[src/hw/rtl/itse_pkg.sv]
// Shared types, constants and calendar helpers for the timestamp-to-epoch block.
package itse_pkg;

   localparam int unsigned NumDigits = 14;
   localparam int unsigned StrLen    = 16;

   localparam logic [7:0] CharZero = 8'h30;
   localparam logic [7:0] CharNine = 8'h39;
   localparam logic [7:0] CharT    = 8'h54;
   localparam logic [7:0] CharZ    = 8'h5A;

   localparam logic [4:0] PosTee   = 5'd8;
   localparam logic [4:0] PosLast  = 5'd15;
   localparam logic [4:0] PosSat   = 5'd16;

   localparam logic [13:0] YearBelow = 14'd1969;
   localparam logic [13:0] YearAbove = 14'd2039;
   localparam logic [13:0] YearBase  = 14'd1970;
   localparam logic [6:0]  MonthAbove = 7'd13;
   localparam logic [6:0]  DayAbove   = 7'd32;
   localparam logic [6:0]  HourMax    = 7'd24;
   localparam logic [6:0]  MinSecMax  = 7'd59;

   localparam logic [31:0] SecPerDay  = 32'd86400;
   localparam logic [16:0] SecPerHour = 17'd3600;
   localparam logic [16:0] SecPerMin  = 17'd60;
   localparam logic [14:0] DaysPerYear = 15'd365;

   typedef logic [NumDigits-1:0][3:0] digits_type;

   typedef struct packed {
      logic       ok;
      logic [6:0] year_off;
      logic [3:0] month_idx;
      logic [4:0] day_off;
      logic [4:0] hour;
      logic [5:0] minute;
      logic [5:0] second;
   } fields_type;

   typedef struct packed {
      logic        ok;
      logic [14:0] days;
      logic [16:0] hms;
   } days_type;

   // Days before the first of each month in a common year.
   function automatic logic [8:0] month_start(input logic [3:0] idx);
      logic [8:0] res;
      case (idx)
         4'd0:    res = 9'd0;
         4'd1:    res = 9'd31;
         4'd2:    res = 9'd59;
         4'd3:    res = 9'd90;
         4'd4:    res = 9'd120;
         4'd5:    res = 9'd151;
         4'd6:    res = 9'd181;
         4'd7:    res = 9'd212;
         4'd8:    res = 9'd243;
         4'd9:    res = 9'd273;
         4'd10:   res = 9'd304;
         4'd11:   res = 9'd334;
         default: res = 9'd0;
      endcase
      return res;
   endfunction

endpackage

[src/hw/rtl/itse_collect.sv]
// Character collector: checks each character, gathers the digits, hands on a finished string.
module itse_collect (
   input  logic                   clock,
   input  logic                   reset,
   input  logic                   req_valid,
   output logic                   req_ready,
   input  logic [7:0]             req_char_code,
   input  logic                   req_is_last,
   output logic                   str_valid,
   input  logic                   str_ready,
   output itse_pkg::digits_type   str_digits,
   output logic                   str_pre_ok
);

   logic [4:0]           pos_ff, pos_in;
   itse_pkg::digits_type digits_ff, digits_in, digits_upd;
   logic                 err_ff, err_in;
   logic                 sv_ff, sv_in;
   itse_pkg::digits_type sd_ff, sd_in;
   logic                 sok_ff, sok_in;

   logic       accept;
   logic       is_digit;
   logic       digit_pos;
   logic       wrong;
   logic [3:0] didx;

   assign req_ready = !sv_ff || str_ready;
   assign accept    = req_valid && req_ready;

   assign is_digit  = (req_char_code >= itse_pkg::CharZero) &&
                      (req_char_code <= itse_pkg::CharNine);
   assign digit_pos = (pos_ff inside {[5'd0:5'd7], [5'd9:5'd14]});
   assign didx      = (pos_ff <= 5'd7) ? pos_ff[3:0] : 4'(pos_ff - 5'd1);

   always_comb begin
      if (digit_pos) begin
         wrong = !is_digit;
      end else if (pos_ff == itse_pkg::PosTee) begin
         wrong = (req_char_code != itse_pkg::CharT);
      end else if (pos_ff == itse_pkg::PosLast) begin
         wrong = (req_char_code != itse_pkg::CharZ);
      end else begin
         wrong = 1'b1;
      end
   end

   always_comb begin
      for (int i = 0; i < itse_pkg::NumDigits; i++) begin
         digits_upd[i] = digits_ff[i];
         if (digit_pos && is_digit && (didx == 4'(i))) begin
            digits_upd[i] = req_char_code[3:0];
         end
      end
   end

   always_comb begin
      pos_in    = pos_ff;
      digits_in = digits_ff;
      err_in    = err_ff;
      sv_in     = sv_ff && !str_ready;
      sd_in     = sd_ff;
      sok_in    = sok_ff;
      if (accept) begin
         if (req_is_last) begin
            // string done: hand on and start afresh
            pos_in    = '0;
            digits_in = '0;
            err_in    = 1'b0;
            sv_in     = 1'b1;
            sd_in     = digits_ff;
            sok_in    = !(err_ff || wrong) && (pos_ff == itse_pkg::PosLast);
         end else begin
            if (pos_ff < itse_pkg::PosSat) begin
               pos_in = pos_ff + 5'd1;
            end
            digits_in = digits_upd;
            err_in    = err_ff || wrong;
         end
      end
   end

   always_ff @(posedge clock) begin
      if (reset) begin
         pos_ff    <= '0;
         digits_ff <= '0;
         err_ff    <= 1'b0;
         sv_ff     <= 1'b0;
      end else begin
         pos_ff    <= pos_in;
         digits_ff <= digits_in;
         err_ff    <= err_in;
         sv_ff     <= sv_in;
      end
   end

   always_ff @(posedge clock) begin
      sd_ff  <= sd_in;
      sok_ff <= sok_in;
   end

   assign str_valid  = sv_ff;
   assign str_digits = sd_ff;
   assign str_pre_ok = sok_ff;

   a_pos_bound: assert property (@(posedge clock) disable iff (reset)
      pos_ff <= itse_pkg::PosSat)
      else $error("character position past saturation");

   a_restart: assert property (@(posedge clock) disable iff (reset)
      accept && req_is_last |=> pos_ff == 5'd0 && !err_ff && str_valid)
      else $error("string end did not restart collection");

   a_no_overwrite: assert property (@(posedge clock) disable iff (reset)
      str_valid && !str_ready |=> str_valid && $stable(str_pre_ok))
      else $error("pending string lost");

endmodule

[src/hw/rtl/itse_fields.sv]
// Field decoder: turns digits into binary fields and range-checks them.
module itse_fields (
   input  logic                   clock,
   input  logic                   reset,
   input  logic                   in_valid,
   output logic                   in_ready,
   input  itse_pkg::digits_type   in_digits,
   input  logic                   in_pre_ok,
   output logic                   out_valid,
   input  logic                   out_ready,
   output itse_pkg::fields_type   out_fields
);

   logic                 v_ff, v_in;
   itse_pkg::fields_type f_ff, f_in;
   logic                 load;

   logic [13:0] year;
   logic [6:0]  month, day, hour, minute, second;
   logic        ok;

   assign in_ready = !v_ff || out_ready;
   assign load     = in_valid && in_ready;

   assign year   = 14'(in_digits[0]) * 14'd1000 + 14'(in_digits[1]) * 14'd100
                 + 14'(in_digits[2]) * 14'd10 + 14'(in_digits[3]);
   assign month  = 7'(in_digits[4]) * 7'd10 + 7'(in_digits[5]);
   assign day    = 7'(in_digits[6]) * 7'd10 + 7'(in_digits[7]);
   assign hour   = 7'(in_digits[8]) * 7'd10 + 7'(in_digits[9]);
   assign minute = 7'(in_digits[10]) * 7'd10 + 7'(in_digits[11]);
   assign second = 7'(in_digits[12]) * 7'd10 + 7'(in_digits[13]);

   assign ok = in_pre_ok
            && (year > itse_pkg::YearBelow) && (year < itse_pkg::YearAbove)
            && (month != 7'd0) && (month < itse_pkg::MonthAbove)
            && (day != 7'd0) && (day < itse_pkg::DayAbove)
            && (hour <= itse_pkg::HourMax)
            && (minute <= itse_pkg::MinSecMax) && (second <= itse_pkg::MinSecMax);

   always_comb begin
      v_in = load ? 1'b1 : (v_ff && !out_ready);
      f_in = f_ff;
      if (load) begin
         f_in.ok        = ok;
         f_in.year_off  = 7'(year - itse_pkg::YearBase);
         f_in.month_idx = 4'(month - 7'd1);
         f_in.day_off   = 5'(day - 7'd1);
         f_in.hour      = hour[4:0];
         f_in.minute    = minute[5:0];
         f_in.second    = second[5:0];
      end
   end

   always_ff @(posedge clock) begin
      if (reset) begin
         v_ff <= 1'b0;
      end else begin
         v_ff <= v_in;
      end
   end

   always_ff @(posedge clock) begin
      f_ff <= f_in;
   end

   assign out_valid  = v_ff;
   assign out_fields = f_ff;

endmodule

[src/hw/rtl/itse_days.sv]
// Day counter: days since 1970 and seconds within the day.
module itse_days (
   input  logic                   clock,
   input  logic                   reset,
   input  logic                   in_valid,
   output logic                   in_ready,
   input  itse_pkg::fields_type   in_fields,
   output logic                   out_valid,
   input  logic                   out_ready,
   output itse_pkg::days_type     out_days
);

   logic               v_ff, v_in;
   itse_pkg::days_type d_ff, d_in;
   logic               load;

   logic [7:0]  yp1;
   logic [14:0] leaps;
   logic        leap_adj;
   logic [14:0] days;
   logic [16:0] hms;

   assign in_ready = !v_ff || out_ready;
   assign load     = in_valid && in_ready;

   // leap years from 1970 up to the year before; 2000 is the only century and it is leap
   assign yp1      = 8'(in_fields.year_off) + 8'd1;
   assign leaps    = 15'(yp1[7:2]);
   assign leap_adj = (in_fields.year_off[1:0] == 2'd2) && (in_fields.month_idx >= 4'd2);

   assign days = 15'(in_fields.year_off) * itse_pkg::DaysPerYear + leaps
               + 15'(itse_pkg::month_start(in_fields.month_idx))
               + 15'(leap_adj) + 15'(in_fields.day_off);
   assign hms  = 17'(in_fields.hour) * itse_pkg::SecPerHour
               + 17'(in_fields.minute) * itse_pkg::SecPerMin + 17'(in_fields.second);

   always_comb begin
      v_in = load ? 1'b1 : (v_ff && !out_ready);
      d_in = d_ff;
      if (load) begin
         d_in.ok   = in_fields.ok;
         d_in.days = days;
         d_in.hms  = hms;
      end
   end

   always_ff @(posedge clock) begin
      if (reset) begin
         v_ff <= 1'b0;
      end else begin
         v_ff <= v_in;
      end
   end

   always_ff @(posedge clock) begin
      d_ff <= d_in;
   end

   assign out_valid = v_ff;
   assign out_days  = d_ff;

endmodule

[src/hw/rtl/iso8601_timestamp_to_epoch_top.sv]
// Top level: basic ISO 8601 UTC timestamp string to Unix seconds.
// rsp_valid rises once the finished string has passed through the string, fields, days and result registers.
// Throughput: one character request per cycle; the four stages (string, fields, days,
// result) each hold one string, so requests stall only once all four are full.
// Reset (synchronous, active high) clears the character position, error flag and all
// stage valid flags; a new string starts with the next request.
module iso8601_timestamp_to_epoch_top (
   input  logic        clock,
   input  logic        reset,
   input  logic        req_valid,
   output logic        req_ready,
   input  logic [7:0]  req_char_code,
   input  logic        req_is_last,
   output logic        rsp_valid,
   input  logic        rsp_ready,
   output logic        rsp_ok,
   output logic [31:0] rsp_epoch_seconds
);

   logic                 str_valid, str_ready, str_pre_ok;
   itse_pkg::digits_type str_digits;
   logic                 fld_valid, fld_ready;
   itse_pkg::fields_type fld;
   logic                 day_valid, day_ready;
   itse_pkg::days_type   dd;

   logic        rv_ff, rv_in;
   logic        rok_ff, rok_in;
   logic [31:0] rsec_ff, rsec_in;
   logic        load;

   itse_collect u_collect (
      .clock         (clock),
      .reset         (reset),
      .req_valid     (req_valid),
      .req_ready     (req_ready),
      .req_char_code (req_char_code),
      .req_is_last   (req_is_last),
      .str_valid     (str_valid),
      .str_ready     (str_ready),
      .str_digits    (str_digits),
      .str_pre_ok    (str_pre_ok)
   );

   itse_fields u_fields (
      .clock      (clock),
      .reset      (reset),
      .in_valid   (str_valid),
      .in_ready   (str_ready),
      .in_digits  (str_digits),
      .in_pre_ok  (str_pre_ok),
      .out_valid  (fld_valid),
      .out_ready  (fld_ready),
      .out_fields (fld)
   );

   itse_days u_days (
      .clock     (clock),
      .reset     (reset),
      .in_valid  (fld_valid),
      .in_ready  (fld_ready),
      .in_fields (fld),
      .out_valid (day_valid),
      .out_ready (day_ready),
      .out_days  (dd)
   );

   assign day_ready = !rv_ff || rsp_ready;
   assign load      = day_valid && day_ready;

   always_comb begin
      rv_in   = load ? 1'b1 : (rv_ff && !rsp_ready);
      rok_in  = rok_ff;
      rsec_in = rsec_ff;
      if (load) begin
         rok_in  = dd.ok;
         rsec_in = dd.ok ? (32'(dd.days) * itse_pkg::SecPerDay + 32'(dd.hms)) : '0;
      end
   end

   always_ff @(posedge clock) begin
      if (reset) begin
         rv_ff <= 1'b0;
      end else begin
         rv_ff <= rv_in;
      end
   end

   always_ff @(posedge clock) begin
      rok_ff  <= rok_in;
      rsec_ff <= rsec_in;
   end

   assign rsp_valid         = rv_ff;
   assign rsp_ok            = rok_ff;
   assign rsp_epoch_seconds = rsec_ff;

   a_err_zero: assert property (@(posedge clock) disable iff (reset)
      rsp_valid && !rsp_ok |-> rsp_epoch_seconds == 32'd0)
      else $error("failed conversion gave non-zero seconds");

   a_range: assert property (@(posedge clock) disable iff (reset)
      rsp_valid && rsp_ok |-> rsp_epoch_seconds <= 32'd2177456399)
      else $error("seconds beyond 2038 range");

   a_hold: assert property (@(posedge clock) disable iff (reset)
      rsp_valid && !rsp_ready |=> rsp_valid && $stable(rsp_epoch_seconds))
      else $error("pending result changed");

endmodule
[config.mk]
export PLATFORM = sky130hd
export DESIGN_NAME = iso8601_timestamp_to_epoch_top
export DESIGN_NICKNAME = d
export VERILOG_FILES = /design/src/hw/rtl/itse_pkg.sv /design/src/hw/rtl/itse_collect.sv /design/src/hw/rtl/itse_fields.sv /design/src/hw/rtl/itse_days.sv /design/src/hw/rtl/iso8601_timestamp_to_epoch_top.sv
export SDC_FILE = /design/constraint.sdc
export NUM_CORES = 1
export LEC_CHECK = 0
export ABC_AREA = 1
export BUFFER_PORTS_ARGS = -buffer_cell sky130_fd_sc_hd__buf_2
export CAP_MARGIN = 20
export CELL_PAD_IN_SITES_DETAIL_PLACEMENT = 0
export CELL_PAD_IN_SITES_GLOBAL_PLACEMENT = 1
export CORE_ASPECT_RATIO = 1.4
export CORE_MARGIN = 2
export CORE_UTILIZATION = 55
export CTS_BUF_LIST = sky130_fd_sc_hd__clkbuf_4
export DETAILED_ROUTE_END_ITERATION = 8
export PLACE_DENSITY_LB_ADDON = 0.1
export SYNTH_ARGS = -nofsm -noshare
export SYNTH_HDL_FRONTEND = slang
export SYNTH_HIERARCHICAL = 1
export SYNTH_SLANG_ARGS = --single-unit
export TNS_END_PERCENT = 5
[constraint.sdc]
create_clock -name clock -period 9.3 [get_ports clock]
set_input_delay 1.86 -clock clock [delete_from_list [all_inputs] [get_ports clock]]
set_output_delay 1.86 -clock clock [all_outputs]
set_load 0.02 [all_outputs]
==> results.md <==
* Nets at 2759
* Clock sinks at 223
* Clock transition at path regs at 0.07 ns
* Max-cap violations at 0
* Setup WS pre-CTS at around 4.4 ns
* Tcrit/Tclk final at 0.531
* Worst Skew at 0.0635 ns
* FFs w/ async S/R, synth at 0
* Slew HR at 0.303
* Final RePlAce weighted congestion at between 0.9 and 1
* Post-Syn Nets at between 2000 and 3000
* Die height at 226 µm
* FF+latch area at 6040 µm²
* Hold Vio Cnt, Final at 0
* Seq cells post-synth at ~220
* Final wirelength at 41700 µm
* Crit Path Class: input pin to primary output
* Layout area overhead at 7.93%
* Commonest non-fill, non-tap cell in the layout: nand2_1
* Worst-Margin Slew at 1.04 ns
* Fillers at ~3200
* Port Buf Inserts at 47
* CP endpoint kind: primary output
* Routed via count at 14800
* Crit path DAT at between 3 and 4 ns
* Status: complete, no violations
* Hold WC Path Type: flop to flop
* Number of enable flip-flop cells after synthesis at about 160
* Post_cts resized at 0
* Iteration-0 DRC Markers at about 560
* Minimum clock period at between 4 and 5 ns
* First-pass GRT wire length at approximately 68000 µm
* Root Driver: clkbuf_4
* Final Setup Violations at 0
* Num rows at 81
* Cell count after synthesis at 2265
* Clock Latency Late Sink at approximately 0.76 ns
* CTS max path bufs at 3
* Vias in the first global route at 14700
* Overflow after GRT at 0
* WP data required at between 7 and 8 ns
* PD cells at ~330 nW/µm²
* Max-slew violation count at 0
* First-pass DRT Iterations at 5
* Hold buffer count at cts at 0
* Seq/Total Area, Yosys at 0.311
* Area of the multi-input gates at between 10000 and 15000 µm²
* Final WS setup at about 4.4 ns
* Top FF cell, synth: edfxtp_1
* Commonest cells after routing, fill and taps aside: nand2_1 (446), inv_1 (426), ha_1 (295), nand3_1 (204), edfxtp_1 (157)
* F_max at 202 MHz
* DR WL/cell at 14.6 µm
* Post-route ant nets at 0
* Total Routing Usage GR at 0.232
* Die area at between 30000 and 40000 µm²
* Synth top area cells: edfxtp_1 (24%), ha_1 (19%), fa_1 (10%)
* Synth unique cells at 54
* TritonCTS clock tree: yes
* Largest net degree at the start of global routing at 62
* Chip Width at 163 µm
* Antenna violations before repair at 1
* Starting Density at 0.557
* DP HPWL at between 30000 and 40000 µm
* Syn Std Cell Area at 19400 µm²
* Synth top area share at 0.243
* Peak VDD IR at between 0.3 and 0.4 mV
* Synth warn at 6
* Area of the core at ~35000 µm²
* Num CTS Buffers at 54
* Vias/cell at approximately 5.2
* Setup crit start kind: input pin
* Post-CTS Setup Bufs at 0
* RSZ-0062 raised after global routing: no
* Share of cells above drive strength 1 at 0.103
* Synth area leader: edfxtp_1
* Number of I/O pins at 48
* Sum of negative setup slack at 0 ns
* CP max FO at 4
* CTS H-tree lvls at 2
* Synth Area per Inst at 8.58 µm²
* Leak at 10.5 nW
* Residual DRC at 0
## where the power goes
group	internal, mW	switching (mW)	leakage (nW)
logic	1.68	3.19	8.04
clock network	0.456	0.404	0.445
registers	1.21	0.0421	2.00
## cell families after synthesis
logic type | synth area share
buf+inv | 0.0912
simple gates | 0.211
xor+xnor | 0.0320
compound gates | 0.0611
flops | 0.311
fa+ha+maj | 0.294
## synth_stat cells, types with 12 or more instances
cell type  instances
inv_1            426
ha_1             295
nand2_1          446
nor3_1            13
nand4_1           28
nor2_2            24
clkbuf_1          12
xor2_1            47
nor2_1           109
edfxtp_1         157
xnor2_1           22
dfxtp_1           66
o21ai_0           29
nand3_1          204
fa_1             101
a21oi_1          146
nand2_2           32
## flip-flops by register name, indices dropped and copies added, names as in the netlist
register              count
u_fields/out_fields      34
rsp_ok                    1
u_collect/str_valid       1
rsp_valid                 1
u_days/out_valid          1
u_collect/err_ff          1
u_collect/pos_ff          5
u_fields/out_valid        1
u_collect/str_pre_ok      1
rsp_epoch_seconds        32
u_days/out_days          33
u_collect/digits_ff      56
u_collect/str_digits     56
## metrics by stage
step	power, mW	cells	instance area [µm²]	hold slack, ns	utilization
final	6.98	2850	21000	0.390	0.601
after detailed placement	6.13	2749	20200	0.406	0.579
after global routing	7.75	2850	21000	0.410	0.601
after CTS	7.03	2848	20900	0.390	0.600
after floorplan	5.11	2265	19400	0.400	-
after global placement	6.09	2749	20200	0.401	0.579
## layer usage
metal | vias to the layer above | track usage | wire [µm]
li1 | 7571 | - | -
met5 | - | 0 | 0
met4 | 0 | 0.110 | 1860
met1 | 6862 | 0.232 | 15300
met3 | 106 | 0.0252 | 1050
met2 | 248 | 0.467 | 23500
## worst max-delay path, cell delays in order
cell and delay (ns):
buf_2 0.10, inv_1 0.12, nand2_1 0.12, inv_1 0.13, nand2_1 0.09, inv_1 0.11, nand2_1 0.10, inv_1 0.07
nand2_1 0.16, buf_2 0.22
## area by class of cell
class	count	share of cell area
clock inverter	19	0.00704
timing repair buffer	55	0.0150
clock buffer	80	0.0286
sequential	223	0.288
multi-input combinational	1581	0.556
inverter	435	0.0779
antenna	1	0.000119
tap	456	0.0272
## final timing paths
kind	from	end	slack, ns	cells after the start
setup / recovery	rsp_ready	req_ready	4.36	10
hold / removal	u_collect/digits_ff[20]$_SDFFE_PP0P_	u_collect/str_digits[20]$_DFFE_PP_	0.39	0
setup reg to reg	u_days/out_days[20]$_DFFE_PP_	rsp_epoch_seconds[31]$_SDFFCE_PN0P_	4.36	26
hold reg to reg	u_collect/digits_ff[20]$_SDFFE_PP0P_	u_collect/str_digits[20]$_DFFE_PP_	0.39	0
Note: power is estimated with default switching activity, not from simulation.
